$ cat config.mk
export PLATFORM = sky130hd
export DESIGN_NAME = console_frame_parser_top
export DESIGN_NICKNAME = d
export VERILOG_FILES = /design/src/hdl/cfp_pkg.sv /design/src/hdl/cfp_parser.sv /design/src/hdl/cfp_out_queue.sv /design/src/hdl/console_frame_parser_top.sv
export SDC_FILE = /design/constraint.sdc
export NUM_CORES = 1
export LEC_CHECK = 0
export ABC_AREA = 1
export BUFFER_PORTS_ARGS = -buffer_cell sky130_fd_sc_hd__buf_4
export CORE_UTILIZATION = 56
export CTS_BUF_LIST = sky130_fd_sc_hd__clkbuf_8 sky130_fd_sc_hd__clkbuf_16
export DETAILED_ROUTE_END_ITERATION = 16
export MAX_ROUTING_LAYER = met4
export PLACE_DENSITY = 0.84
export SYNTH_ARGS = -nofsm -noshare
export SYNTH_HDL_FRONTEND = slang
export SYNTH_SLANG_ARGS = --single-unit
export TNS_END_PERCENT = 30
$ cat constraint.sdc
create_clock -name clock -period 7.4 [get_ports clock]
set_input_delay 0.74 -clock clock [delete_from_list [all_inputs] [get_ports clock]]
set_output_delay 0.74 -clock clock [all_outputs]
set_load 0.01 [all_outputs]
$ cat src/hdl/cfp_pkg.sv
// Package: shared types and constants for the console frame parser.
`default_nettype none

package cfp_pkg;

   typedef enum logic [2:0] {
      KIND_CMD    = 3'd0,
      KIND_PARAM  = 3'd1,
      KIND_PEND   = 3'd2,
      KIND_DATA   = 3'd3,
      KIND_STATUS = 3'd4
   } kind_type;

   typedef enum logic [3:0] {
      ST_OK         = 4'd0,
      ST_NO_START   = 4'd1,
      ST_BAD_ID     = 4'd2,
      ST_BAD_LEN    = 4'd3,
      ST_BAD_BODY   = 4'd4,
      ST_BAD_CMD    = 4'd5,
      ST_BAD_PARAMS = 4'd6,
      ST_BAD_END    = 4'd7,
      ST_LEN_ERR    = 4'd8,
      ST_XOR_ERR    = 4'd9
   } status_type;

   typedef enum logic [3:0] {
      PH_IDLE     = 4'd0,
      PH_AFTER_LT = 4'd1,
      PH_ID_SKIP  = 4'd2,
      PH_ID_NUM   = 4'd3,
      PH_LEN_SKIP = 4'd4,
      PH_LEN_NUM  = 4'd5,
      PH_BODY     = 4'd6,
      PH_CMD_SKIP = 4'd7,
      PH_CMD      = 4'd8,
      PH_PAR_SKIP = 4'd9,
      PH_PAR      = 4'd10,
      PH_END      = 4'd11,
      PH_XCRC     = 4'd12,
      PH_XDATA    = 4'd13,
      PH_DONE     = 4'd14
   } phase_type;

   typedef struct packed {
      kind_type   kind;
      logic [7:0] chr;
      status_type code;
      logic [15:0] frame_id;
      logic [15:0] declared_length;
      logic [15:0] measured_length;
      logic        is_transfer;
      logic [7:0]  param_count;
      logic        last_of_run;
   } result_type;

   localparam logic [7:0] CH_LT    = 8'h3C;
   localparam logic [7:0] CH_HASH  = 8'h23;
   localparam logic [7:0] CH_PCT   = 8'h25;
   localparam logic [7:0] CH_GT    = 8'h3E;
   localparam logic [7:0] CH_QUOTE = 8'h22;
   localparam logic [7:0] CH_SPACE = 8'h20;
   localparam logic [7:0] CH_ZERO  = 8'h30;
   localparam logic [7:0] CH_NINE  = 8'h39;

   localparam logic [15:0] COUNT_MAX = 16'hFFFF;
   localparam logic [7:0]  PCOUNT_MAX = 8'hFF;

endpackage

`default_nettype wire

$ cat src/hdl/cfp_parser.sv
// Parser state machine: per-byte step, state registers, token and status results.
`default_nettype none

module cfp_parser #(
   parameter int NUMBER_WIDTH = 16
) (
   input  wire logic               clock,
   input  wire logic               reset,
   input  wire logic               advance,
   input  wire logic [7:0]         data_byte,
   input  wire logic               last_byte,
   output cfp_pkg::result_type     res0,
   output cfp_pkg::result_type     res1,
   output logic [1:0]              res_count
);
   import cfp_pkg::*;

   localparam int AccW  = NUMBER_WIDTH + 4;
   localparam int WideW = NUMBER_WIDTH + 16;
   localparam logic [NUMBER_WIDTH-1:0] NumMax = {NUMBER_WIDTH{1'b1}};

   phase_type               phase_ff, phase_in;
   logic [NUMBER_WIDTH-1:0] id_ff, id_in;
   logic [NUMBER_WIDTH-1:0] len_ff, len_in;
   logic [15:0]             cnt_ff, cnt_in;
   logic                    quotes_ff, quotes_in;
   logic [7:0]              rx_ff, rx_in;
   logic [7:0]              ex_ff, ex_in;
   logic [7:0]              pc_ff, pc_in;
   logic                    sent_ff, sent_in;
   status_type              held_ff, held_in;

   logic [15:0]             cnt_inc;
   logic                    is_digit, is_space, is_pct, is_gt, len_match;
   logic                    decide;
   status_type              dcode;
   logic                    tok_en;
   kind_type                tok_kind;
   logic [7:0]              tok_char;
   status_type              end_code;
   logic [WideW-1:0]        id_ext, len_ext, cnt_ext, lin_ext;
   result_type              tok_res, stat_res;

   function automatic logic [NUMBER_WIDTH-1:0] acc_digit(
      input logic [NUMBER_WIDTH-1:0] v,
      input logic [7:0]              c
   );
      logic [AccW-1:0] t;
      t = (AccW'(v) << 3) + (AccW'(v) << 1) + AccW'(c - CH_ZERO);
      if (t[AccW-1:NUMBER_WIDTH] != '0) begin
         return NumMax;
      end
      return t[NUMBER_WIDTH-1:0];
   endfunction

   assign is_digit = (data_byte >= CH_ZERO) && (data_byte <= CH_NINE);
   assign is_space = (data_byte == CH_SPACE);
   assign is_pct   = (data_byte == CH_PCT);
   assign is_gt    = (data_byte == CH_GT);

   assign cnt_inc = (phase_ff != PH_IDLE && !sent_ff && cnt_ff != COUNT_MAX) ?
                    cnt_ff + 16'd1 : cnt_ff;
   assign len_ext   = WideW'(len_ff);
   assign cnt_ext   = WideW'(cnt_inc);
   assign len_match = (len_ext == cnt_ext);

   // next phase and frame decisions
   always_comb begin
      phase_in = phase_ff;
      decide   = 1'b0;
      dcode    = ST_OK;
      unique case (phase_ff)
         PH_IDLE: begin
            if (data_byte == CH_LT) phase_in = PH_AFTER_LT;
         end
         PH_AFTER_LT: begin
            if (data_byte == CH_HASH) phase_in = PH_XCRC;
            else if (is_space) phase_in = PH_ID_SKIP;
            else if (is_digit) phase_in = PH_ID_NUM;
            else begin decide = 1'b1; dcode = ST_BAD_ID; end
         end
         PH_ID_SKIP: begin
            if (is_digit) phase_in = PH_ID_NUM;
            else if (!is_space) begin decide = 1'b1; dcode = ST_BAD_ID; end
         end
         PH_ID_NUM: begin
            if (is_space) phase_in = PH_LEN_SKIP;
            else if (!is_digit) begin decide = 1'b1; dcode = ST_BAD_ID; end
         end
         PH_LEN_SKIP: begin
            if (is_digit) phase_in = PH_LEN_NUM;
            else if (!is_space) begin decide = 1'b1; dcode = ST_BAD_LEN; end
         end
         PH_LEN_NUM: begin
            if (is_space) phase_in = PH_BODY;
            else if (!is_digit) begin decide = 1'b1; dcode = ST_BAD_LEN; end
         end
         PH_BODY: begin
            if (is_pct) phase_in = PH_CMD_SKIP;
            else if (!is_space) begin decide = 1'b1; dcode = ST_BAD_BODY; end
         end
         PH_CMD_SKIP: begin
            if (is_pct || is_gt) begin decide = 1'b1; dcode = ST_BAD_CMD; end
            else if (!is_space) phase_in = PH_CMD;
         end
         PH_CMD: begin
            if (is_space) phase_in = PH_PAR_SKIP;
            else if (is_pct) phase_in = PH_END;
            else if (is_gt) begin decide = 1'b1; dcode = ST_BAD_CMD; end
         end
         PH_PAR_SKIP: begin
            if (is_pct) phase_in = PH_END;
            else if (is_gt) begin decide = 1'b1; dcode = ST_BAD_PARAMS; end
            else if (!is_space) phase_in = PH_PAR;
         end
         PH_PAR: begin
            if ((quotes_ff && data_byte == CH_QUOTE) || (!quotes_ff && is_space))
               phase_in = PH_PAR_SKIP;
            else if (is_pct) phase_in = PH_END;
            else if (is_gt) begin decide = 1'b1; dcode = ST_BAD_PARAMS; end
         end
         PH_END: begin
            if (is_gt) begin
               decide = 1'b1;
               dcode  = len_match ? ST_OK : ST_LEN_ERR;
            end else if (!is_space) begin
               decide = 1'b1;
               dcode  = ST_BAD_END;
            end
         end
         PH_XCRC: phase_in = PH_XDATA;
         PH_XDATA: phase_in = PH_XDATA;
         PH_DONE: phase_in = PH_DONE;
         default: phase_in = phase_ff;
      endcase
      if (decide) phase_in = PH_DONE;
   end

   // datapath updates and tokens
   always_comb begin
      id_in     = id_ff;
      len_in    = len_ff;
      cnt_in    = cnt_inc;
      quotes_in = quotes_ff;
      rx_in     = rx_ff;
      ex_in     = ex_ff;
      pc_in     = pc_ff;
      tok_en    = 1'b0;
      tok_kind  = KIND_CMD;
      tok_char  = data_byte;
      unique case (phase_ff)
         PH_IDLE: begin
            if (data_byte == CH_LT) cnt_in = 16'd1;
         end
         PH_AFTER_LT, PH_ID_SKIP: begin
            if (is_digit) id_in = acc_digit('0, data_byte);
         end
         PH_ID_NUM: begin
            if (is_digit) id_in = acc_digit(id_ff, data_byte);
         end
         PH_LEN_SKIP: begin
            if (is_digit) len_in = acc_digit('0, data_byte);
         end
         PH_LEN_NUM: begin
            if (is_digit) len_in = acc_digit(len_ff, data_byte);
         end
         PH_CMD_SKIP, PH_CMD: begin
            if (!is_space && !is_pct && !is_gt) begin
               tok_en   = 1'b1;
               tok_kind = KIND_CMD;
            end
         end
         PH_PAR_SKIP: begin
            if (!is_pct && !is_space && !is_gt) begin
               if (pc_ff != PCOUNT_MAX) pc_in = pc_ff + 8'd1;
               if (data_byte == CH_QUOTE) begin
                  quotes_in = 1'b1;
               end else begin
                  quotes_in = 1'b0;
                  tok_en    = 1'b1;
                  tok_kind  = KIND_PARAM;
               end
            end
         end
         PH_PAR: begin
            if ((quotes_ff && data_byte == CH_QUOTE) || (!quotes_ff && is_space) ||
                is_pct) begin
               tok_en    = 1'b1;
               tok_kind  = KIND_PEND;
               tok_char  = 8'd0;
               quotes_in = 1'b0;
            end else if (!is_gt) begin
               tok_en   = 1'b1;
               tok_kind = KIND_PARAM;
            end
         end
         PH_XCRC: begin
            ex_in = data_byte;
            rx_in = 8'd0;
         end
         PH_XDATA: begin
            rx_in    = rx_ff ^ data_byte;
            tok_en   = 1'b1;
            tok_kind = KIND_DATA;
         end
         PH_BODY, PH_END, PH_DONE: begin
         end
         default: begin
         end
      endcase
   end

   assign sent_in = sent_ff | decide;
   assign held_in = decide ? dcode : held_ff;

   always_comb begin
      if (sent_in) begin
         end_code = held_in;
      end else begin
         unique case (phase_in)
            PH_IDLE: end_code = ST_NO_START;
            PH_AFTER_LT, PH_ID_SKIP, PH_ID_NUM: end_code = ST_BAD_ID;
            PH_LEN_SKIP, PH_LEN_NUM: end_code = ST_BAD_LEN;
            PH_BODY: end_code = ST_BAD_BODY;
            PH_CMD_SKIP, PH_CMD: end_code = ST_BAD_CMD;
            PH_PAR_SKIP, PH_PAR: end_code = ST_BAD_PARAMS;
            PH_XCRC: end_code = ST_OK;
            PH_XDATA: end_code = (rx_in == ex_in) ? ST_OK : ST_XOR_ERR;
            default: end_code = ST_BAD_END;
         endcase
      end
   end

   assign id_ext  = WideW'(id_in);
   assign lin_ext = WideW'(len_in);

   always_comb begin
      tok_res      = '0;
      tok_res.kind = tok_kind;
      tok_res.chr  = tok_char;

      stat_res                 = '0;
      stat_res.kind            = KIND_STATUS;
      stat_res.code            = end_code;
      stat_res.frame_id        = id_ext[15:0];
      stat_res.declared_length = lin_ext[15:0];
      stat_res.measured_length = cnt_in;
      stat_res.is_transfer     = (phase_in == PH_XCRC) || (phase_in == PH_XDATA);
      stat_res.param_count     = pc_in;
      stat_res.last_of_run     = 1'b1;
   end

   assign res0      = tok_en ? tok_res : stat_res;
   assign res1      = stat_res;
   assign res_count = {1'b0, tok_en} + {1'b0, last_byte};

   always_ff @(posedge clock) begin
      if (reset || (advance && last_byte)) begin
         phase_ff  <= PH_IDLE;
         id_ff     <= '0;
         len_ff    <= '0;
         cnt_ff    <= '0;
         quotes_ff <= 1'b0;
         rx_ff     <= '0;
         ex_ff     <= '0;
         pc_ff     <= '0;
         sent_ff   <= 1'b0;
         held_ff   <= ST_OK;
      end else if (advance) begin
         phase_ff  <= phase_in;
         id_ff     <= id_in;
         len_ff    <= len_in;
         cnt_ff    <= cnt_in;
         quotes_ff <= quotes_in;
         rx_ff     <= rx_in;
         ex_ff     <= ex_in;
         pc_ff     <= pc_in;
         sent_ff   <= sent_in;
         held_ff   <= held_in;
      end
   end

endmodule

`default_nettype wire

$ cat src/hdl/cfp_out_queue.sv
// Two-entry result queue: takes up to two results per cycle, sends one.
`default_nettype none

module cfp_out_queue (
   input  wire logic                 clock,
   input  wire logic                 reset,
   input  wire logic [1:0]           push_count,
   input  wire cfp_pkg::result_type  push0,
   input  wire cfp_pkg::result_type  push1,
   input  wire logic                 pop,
   output cfp_pkg::result_type       head,
   output logic                      head_valid,
   output logic [1:0]                level
);
   import cfp_pkg::*;

   result_type q0_ff, q0_in;
   result_type q1_ff, q1_in;
   logic [1:0] level_ff, level_in;
   logic [1:0] kept;

   assign kept     = level_ff - {1'b0, pop};
   assign level_in = kept + push_count;

   always_comb begin
      q0_in = q0_ff;
      if (kept != 2'd0) begin
         if (pop) q0_in = q1_ff;
      end else if (push_count != 2'd0) begin
         q0_in = push0;
      end
      if (kept == 2'd2) q1_in = q1_ff;
      else if (kept == 2'd1) q1_in = push0;
      else q1_in = push1;
   end

   always_ff @(posedge clock) begin
      if (reset) begin
         level_ff <= 2'd0;
      end else begin
         level_ff <= level_in;
      end
   end

   always_ff @(posedge clock) begin
      q0_ff <= q0_in;
      q1_ff <= q1_in;
   end

   assign head       = q0_ff;
   assign head_valid = (level_ff != 2'd0);
   assign level      = level_ff;

endmodule

`default_nettype wire

$ cat src/hdl/console_frame_parser_top.sv
// Top level: console frame parser with input register and result queue.
//
//   channel | direction | handshake           | payload
//   req     | in        | req_valid/req_stall | data_byte, last_byte
//   rsp     | out       | rsp_valid/rsp_stall | out_kind .. last_of_run
//
// One byte per cycle unless req_stall is high: a byte is registered, then parsed
// and its results (a token, a status, or both) enter a two-entry result queue.
// A byte holds the input register while the queue cannot take all of its results,
// as when it yields two and the queue is not empty; the queue depth sets this.
// Synchronous active-high reset returns the parser to waiting for '<'.
// rsp_stall backs up through the queue into req_stall.
`default_nettype none

module console_frame_parser_top #(
   parameter int NUMBER_WIDTH = 16
) (
   input  wire logic        clock,
   input  wire logic        reset,
   input  wire logic        req_valid,
   output logic             req_stall,
   input  wire logic [7:0]  req_data_byte,
   input  wire logic        req_last_byte,
   output logic             rsp_valid,
   input  wire logic        rsp_stall,
   output logic [2:0]       rsp_out_kind,
   output logic [7:0]       rsp_out_char,
   output logic [3:0]       rsp_status_code,
   output logic [15:0]      rsp_frame_id,
   output logic [15:0]      rsp_declared_length,
   output logic [15:0]      rsp_measured_length,
   output logic             rsp_is_transfer,
   output logic [7:0]       rsp_param_count,
   output logic             rsp_last_of_run
);
   import cfp_pkg::*;

   logic       in_valid_ff, in_valid_in;
   logic [7:0] in_byte_ff;
   logic       in_last_ff;
   logic       advance, pop;
   logic [1:0] res_count, push_count, level, kept;
   logic [2:0] need;
   result_type res0, res1, head;

   cfp_parser #(
      .NUMBER_WIDTH(NUMBER_WIDTH)
   ) u_parser (
      .clock     (clock),
      .reset     (reset),
      .advance   (advance),
      .data_byte (in_byte_ff),
      .last_byte (in_last_ff),
      .res0      (res0),
      .res1      (res1),
      .res_count (res_count)
   );

   assign pop        = rsp_valid && !rsp_stall;
   assign kept       = level - {1'b0, pop};
   assign need       = {1'b0, kept} + {1'b0, res_count};
   assign advance    = in_valid_ff && (need <= 3'd2);
   assign push_count = advance ? res_count : 2'd0;
   assign req_stall  = in_valid_ff && !advance;

   assign in_valid_in = req_stall ? in_valid_ff : req_valid;

   always_ff @(posedge clock) begin
      if (reset) begin
         in_valid_ff <= 1'b0;
      end else begin
         in_valid_ff <= in_valid_in;
      end
   end

   always_ff @(posedge clock) begin
      if (!req_stall) begin
         in_byte_ff <= req_data_byte;
         in_last_ff <= req_last_byte;
      end
   end

   cfp_out_queue u_queue (
      .clock      (clock),
      .reset      (reset),
      .push_count (push_count),
      .push0      (res0),
      .push1      (res1),
      .pop        (pop),
      .head       (head),
      .head_valid (rsp_valid),
      .level      (level)
   );

   assign rsp_out_kind        = head.kind;
   assign rsp_out_char        = head.chr;
   assign rsp_status_code     = head.code;
   assign rsp_frame_id        = head.frame_id;
   assign rsp_declared_length = head.declared_length;
   assign rsp_measured_length = head.measured_length;
   assign rsp_is_transfer     = head.is_transfer;
   assign rsp_param_count     = head.param_count;
   assign rsp_last_of_run     = head.last_of_run;

endmodule

`default_nettype wire

==> flow_summary.ini, run 1 <==
[run_status]
status = completed

[critical_path]
critPathLaunchType = register
cp.arrival_ns = 6.11
critical_path_required_ns = 7.61
ff2ff_setup_slack_ns = 1.50
end_kind = register
critical_path_class = reg -> reg
cp_max_fo = 94

[timing]
finalHoldViolCount = 0
setup_violations = 0
drv_slew = 0
rsz0062_at_grt = false
timing.slew.headroom_pct = 26.8
skew_ns = 0.0109
tns_ns = 0
clock.fmax_mhz = 170
period_minus_slack_ns = 5.90
fin_ws_ns = 1.50
tightest_slew_ns = 1.10
period_share_pct = 79.7

[routing]
viasPerCell = 5.75
top_layer = met4
route.met3.wl_mm = 3.10
drc = 0
vias = 14300
wl_met2_mm = 21.1
drt_iter0_drc = 1426
wl_mm = 43.8
wl_met1_mm = 18.2
dr.pass1.iters = 6
ant_nets = 0
drt-wirelength-per-cell_um = 17.6

[clocking]
hold_buffers = 0
cts_sinks = 238
postCtsSetupRepairBufs = 0
clk_pin_slew_ns = 0.06
cts_buffers = 26
clk_path_buf_depth = 3
clk_latency_ns = 0.54
ctsResizeCount = 0
cts_tree = built
cts_root_buf = clkbuf_16
cts.htree.levels = 1

[yosys]
synth_fp_nets = 2143
synth.top_cell.area_share_pct = 29.2
synth_enable_flop_cells = 153
synth_area_um2 = 15700
synthTopCellsByArea = edfxtp_1 29%, nand2_1 12%, dfxtp_1 11%, inv_1 5.5%, nor2_1 5.1%
ys_seq_elements = 238
netlist_instances = 2049
yosysWarnings = 0
synth.distinct_cells = 59
syn_area_per_cell_um2 = 7.67
synth-seq-area-share_pct = 40.1
synthArstFlopShare_pct = 0
yosys.area.top_type = edfxtp_1
synthFlopType = edfxtp_1

[floorplan]
initial_core_util_pct = 57.7
die_width_um = 170
ios = 88
core_area_um2 = 27300
die_area_um2 = 28700
fp.dieH_um = 170
num_rows = 60

[global_routing]
grt_max_degree = 95
grt.overflow.total = 0
antenna_found_initial = 0
grt_pass1_wl_mm = 69.5
grt.total_usage_pct = 31.3
grt_pass1_vias = 13700

[power_and_ir_drop]
power_mw = 8.90
vdd_drop_max_v = 0.000520
leakagePower_nw = 8.18
power.density_nw_per_um2 = 510

[placement]
dpl_cell_area_um2 = 16600
port_buffers = 87
gp_congestion = 1.02
hpwlAfterDp_mm = 31.0
pre_cts_ws_ns = 1.56

[final_layout]
nNetsFinal = 2195
final_area_um2 = 17400
final_layout_size_suffix_gt1_share_pct = 11.1
fillers = 2334
synthToLayoutAreaGrowth_pct = 11.0
n_antenna_cell = 0
finalCoreUtilization_pct = 64.0
final-seq-area_um2 = 6300
multi_input_area_um2 = 8130

[worst_hold_path]
hp-class = in -> reg

[flow_run]
drv_cap = 0
-- metrics by stage --
stage	hold WS [ns]	std cells
finish	0.365	2493
global route	0.376	2493
CTS	0.363	2493
detailed placement	0.464	2445
global placement	0.457	2445
floorplan	0.445	2049
-- logic make-up (layout without fill, tap and decap cells) --
kind of cell,Yosys count,after routing,synth area share [%]
AOI/OAI and AO/OA,395,395,14.6
adders and majority gates,81,81,7.93
and+or+nand+nor,961,961,26.0
DFF,238,238,40.1
xor gates and xnor gates,52,52,2.90
buffers and inverters,320,392,8.46
muxes,2,2,0.127
-- critical path: stages, from the launching register on --
cell and delay (ns):
edfxtp_1 0.57, inv_1 0.21, ha_1 0.19, inv_1 0.09, nor2_8 0.19, nand2_4 0.12
nand3_2 0.12, a21oi_1 0.13, nor3_4 0.46, inv_4 0.10, ha_1 0.33, ha_1 0.20
fa_1 0.43, nand2_1 0.11, nand3_2 0.08, inv_2 0.06, buf_4 0.71, nand2_1 0.31
a2bb2oi_4 0.73, buf_12 0.35
-- placed cells by master (no fill, tap or decap), types with 3 or more instances in the layout --
cell type   instances
o211ai_1            6
a211oi_1            3
a21oi_2            20
nand2_4             6
o21a_1              3
o21bai_1            6
buf_4              96
clkinv_2            5
nor2_1            212
nor3_1             19
clkinvlp_4          3
a21o_1              6
nand3b_1            3
nand3_1           152
o21ai_2            10
nor2_4              9
nand2_1           517
dfxtp_1            85
o32ai_1             3
o21ai_1             6
o31ai_1             5
inv_1             231
clkbuf_16          27
nand3_2             6
nand2_2             9
ha_1               50
xor2_1             36
a21oi_1           148
nor2_2             10
o41ai_1             7
inv_2              17
fa_1               31
edfxtp_1          153
xnor2_1            16
bufinv_16           3
o21ai_0           141
o22ai_1            15
a22oi_1             3
nand4_1            11
-- path summary, 6_finish.rpt --
| path | to | cells past startpoint | from |
|---|---|---|---|
| max | u_queue.head[37]$_DFFE_PP_ | 19 | in_byte_ff[4]$_DFFE_PN_ |
| min | in_valid_ff$_SDFFE_PP0N_ | 2 | reset |
| max reg2reg | u_queue.head[37]$_DFFE_PP_ | 19 | in_byte_ff[4]$_DFFE_PN_ |
| min reg2reg | u_parser.held_ff[3]$_SDFFE_PP0P_ | 2 | u_parser.held_ff[3]$_SDFFE_PP0P_ |
-- synth_stat cells, types with 15 or more instances --
master / number
nand2_1: 518
nor2_1: 213
dfxtp_1: 85
o21ai_0: 141
o22ai_1: 15
a21oi_2: 20
xnor2_1: 16
nor3_1: 19
inv_2: 15
inv_1: 230
xor2_1: 36
clkbuf_1: 38
edfxtp_1: 153
ha_1: 50
nand3_1: 153
fa_1: 31
a21oi_1: 148
-- final cells by class --
class / instances / share of cell area [%]
timing repair buffer: 97 / 4.25
clock buffer: 29 / 4.03
tap: 372 / 2.67
clock inverter: 19 / 1.05
sequential: 238 / 36.1
multi-input combinational: 1491 / 46.6
inverter: 247 / 5.34
-- state kept, by name (all words and copies together) (netlist names) --
signal and cells:
in_byte_ff 8, in_last_ff 1, in_valid_ff 1, u_parser.cnt_ff 16, u_parser.ex_ff 8, u_parser.held_ff 4
u_parser.id_ff 16, u_parser.len_ff 16, u_parser.pc_ff 8, u_parser.phase_ff 4, u_parser.quotes_ff 1, u_parser.rx_ff 8
u_parser.sent_ff 1, u_queue.head 72, u_queue.level 2, u_queue.q1_ff 72
-- per-layer routing --
metal,up-vias,track usage [%]
met2,644,52.9
met3,111,3.08
li1,6887,-
met4,0,10.5
met5,-,-
met1,6691,39.6
-- power breakdown --
part           internal (mW)  switching [mW]
registers               2.32           0.308
clock network          0.790           0.568
logic                   1.51            3.41
total                   4.61            4.28
Power figures use the tool's default switching activity.
==> run 2, diff against run 1 <==
Settings changed: PLACE_DENSITY 0.84 to 0.81.
Clock period 7.4 ns to 5.9 ns, I/O delays scaled along.
==> run 2 against run 1 <==
Utilization grew 0.24 points. Highest routed layer unchanged. Global-route usage rose by 0.14 points. Largest power group unchanged. Register-to-register slack lost 0.61 ns. Combinational power increased by 24%. Critical path type is now reg -> out. Non-clock buffer count is 3 higher.
==> flow_summary.ini, run 2 (synthesis gave the netlist of run 1 again) <==
[run_status]
status = completed

[routing]
drt-wirelength-per-cell_um = 17.5
dr.pass1.iters = 5
ant_nets = 0
drc = 0
vias = 14300
viasPerCell = 5.73
wl_mm = 43.7
drt_iter0_drc = 1351

[power_and_ir_drop]
power_switching_share_pct = 47.6
combPwrFrac_pct = 54.4
clkPwrFrac_pct = 15.8
leakagePower_nw = 8.22
p_seq_share_pct = 29.8
power.density_nw_per_um2 = 639
vdd_drop_max_v = 0.000666
power_switching_mw = 5.32
p_int_mw = 5.86

[placement]
dpl_cell_area_um2 = 16600
port_buffers = 87
gp_congestion = 0.973
hpwlAfterDp_mm = 30.9

[clocking]
cts.htree.levels = 1
postCtsSetupRepairBufs = 0
clk_pin_slew_ns = 0.06
ctsResizeCount = 0
clk_latency_ns = 0.54
clk_path_buf_depth = 3
cts_root_buf = clkbuf_16
cts_sinks = 238
hold_buffers = 0
cts_buffers = 26
cts_tree = built

[final_layout]
synthToLayoutAreaGrowth_pct = 11.4
final_cell_mix = 517 x nand2_1, 232 x inv_1, 212 x nor2_1
nNetsFinal = 2198
final_area_um2 = 17500
final_layout_size_suffix_gt1_share_pct = 11.3
n_antenna_cell = 0
layout_commonest_cell = nand2_1

[global_routing]
grt_max_degree = 73
antenna_found_initial = 0
grt_pass1_vias = 13800
grt.overflow.total = 0
grt.total_usage_pct = 31.5
grt_pass1_wl_mm = 70.3

[critical_path]
cp.arrival_ns = 4.52
critPathBufInv = 5
cpPeakStageDelay_ns = 0.55
crit_slowest_cell = edfxtp_1
ff2ff_setup_slack_ns = 0.89
cp_max_fo = 10
worstSetupStartpoint = in_byte_ff[4]$_DFFE_PN_
reg2reg_from = in_byte_ff[4]$_DFFE_PN_
end_kind = output port
critical_path_class = reg -> out
critical_path_required_ns = 5.31
cp_top_family = simple AND/OR/NAND/NOR gates
crit_chain = inv_1 -> ha_1 -> inv_1 -> nor2_8 -> nand2_4 -> nand3_2 -> nor2_2 -> nand2_2 -> nand2_2 -> nor3_4 -> inv_4 -> ha_1 -> ha_1 -> fa_1 -> nand2_1 -> nand2_1 -> nand2_1 -> inv_1 -> buf_4
critPathLaunchType = register

[timing]
timing.slew.headroom_pct = 21.0
tns_ns = 0
tightest_slew_ns = 1.18
skew_ns = 0.0211
drv_slew = 0
rsz0062_at_grt = false
period_minus_slack_ns = 5.11
setup_violations = 0
period_share_pct = 86.6
finalHoldViolCount = 0
clock.fmax_mhz = 196
hold_slack_ns = 0.224

[worst_hold_path]
min-delay-start = reset
hp-class = in -> reg

[floorplan]
die_width_um = 170
die_area_um2 = 28700
num_rows = 60
ios = 88
fp.dieH_um = 170
initial_core_util_pct = 57.7
core_area_um2 = 27300

[flow_run]
drv_cap = 0
==> run 2: layout make-up <==
class                      count  area (um^2)
fill                        2374         9740
multi-input combinational   1491         8130
sequential                   238         6300
inverter                     247          932
timing repair buffer         100          751
clock buffer                  31          742
tap                          372          465
clock inverter                17          199
==> run 2: power groups by stage <==
stage	clock [mW]	sequential [mW]	combinational, mW
3_3_place_gp	0	3.33	5.85
4_1_cts	1.78	3.33	6.04
3_5_place_dp	0	3.35	6.00
6_report	1.76	3.34	6.09
5_1_grt	1.84	3.39	6.75
2_1_floorplan	0	3.38	4.20
==> run 2: metrics by stage <==
stage,std cells,util [%],setup slack (ns),power [mW]
5_1_grt,2496,64.3,0.468,12.0
3_5_place_dp,2448,60.8,0.895,9.35
3_3_place_gp,2448,60.8,1.10,9.18
2_1_floorplan,2049,-,0.618,7.58
4_1_cts,2496,64.3,0.741,11.1
6_report,2496,64.3,0.793,11.2
==> run 2: metal layers <==
| metal | part of all wire [%] | global-route usage [%] |
|---|---|---|
| met1 | 42 | 39.4 |
| met2 | 48 | 52.4 |
| met3 | 6.7 | 4.03 |
| met4 | 3.7 | 11.4 |
| met5 | 0 | - |
==> run 2: worst paths after layout <==
kind | to | cells past startpoint
setup / recovery | req_stall | 19
hold / removal | u_queue.level[0]$_SDFF_PP0_ | 2
setup reg to reg | u_parser.cnt_ff[2]$_SDFFE_PP0P_ | 22
hold reg to reg | u_parser.held_ff[3]$_SDFFE_PP0P_ | 2
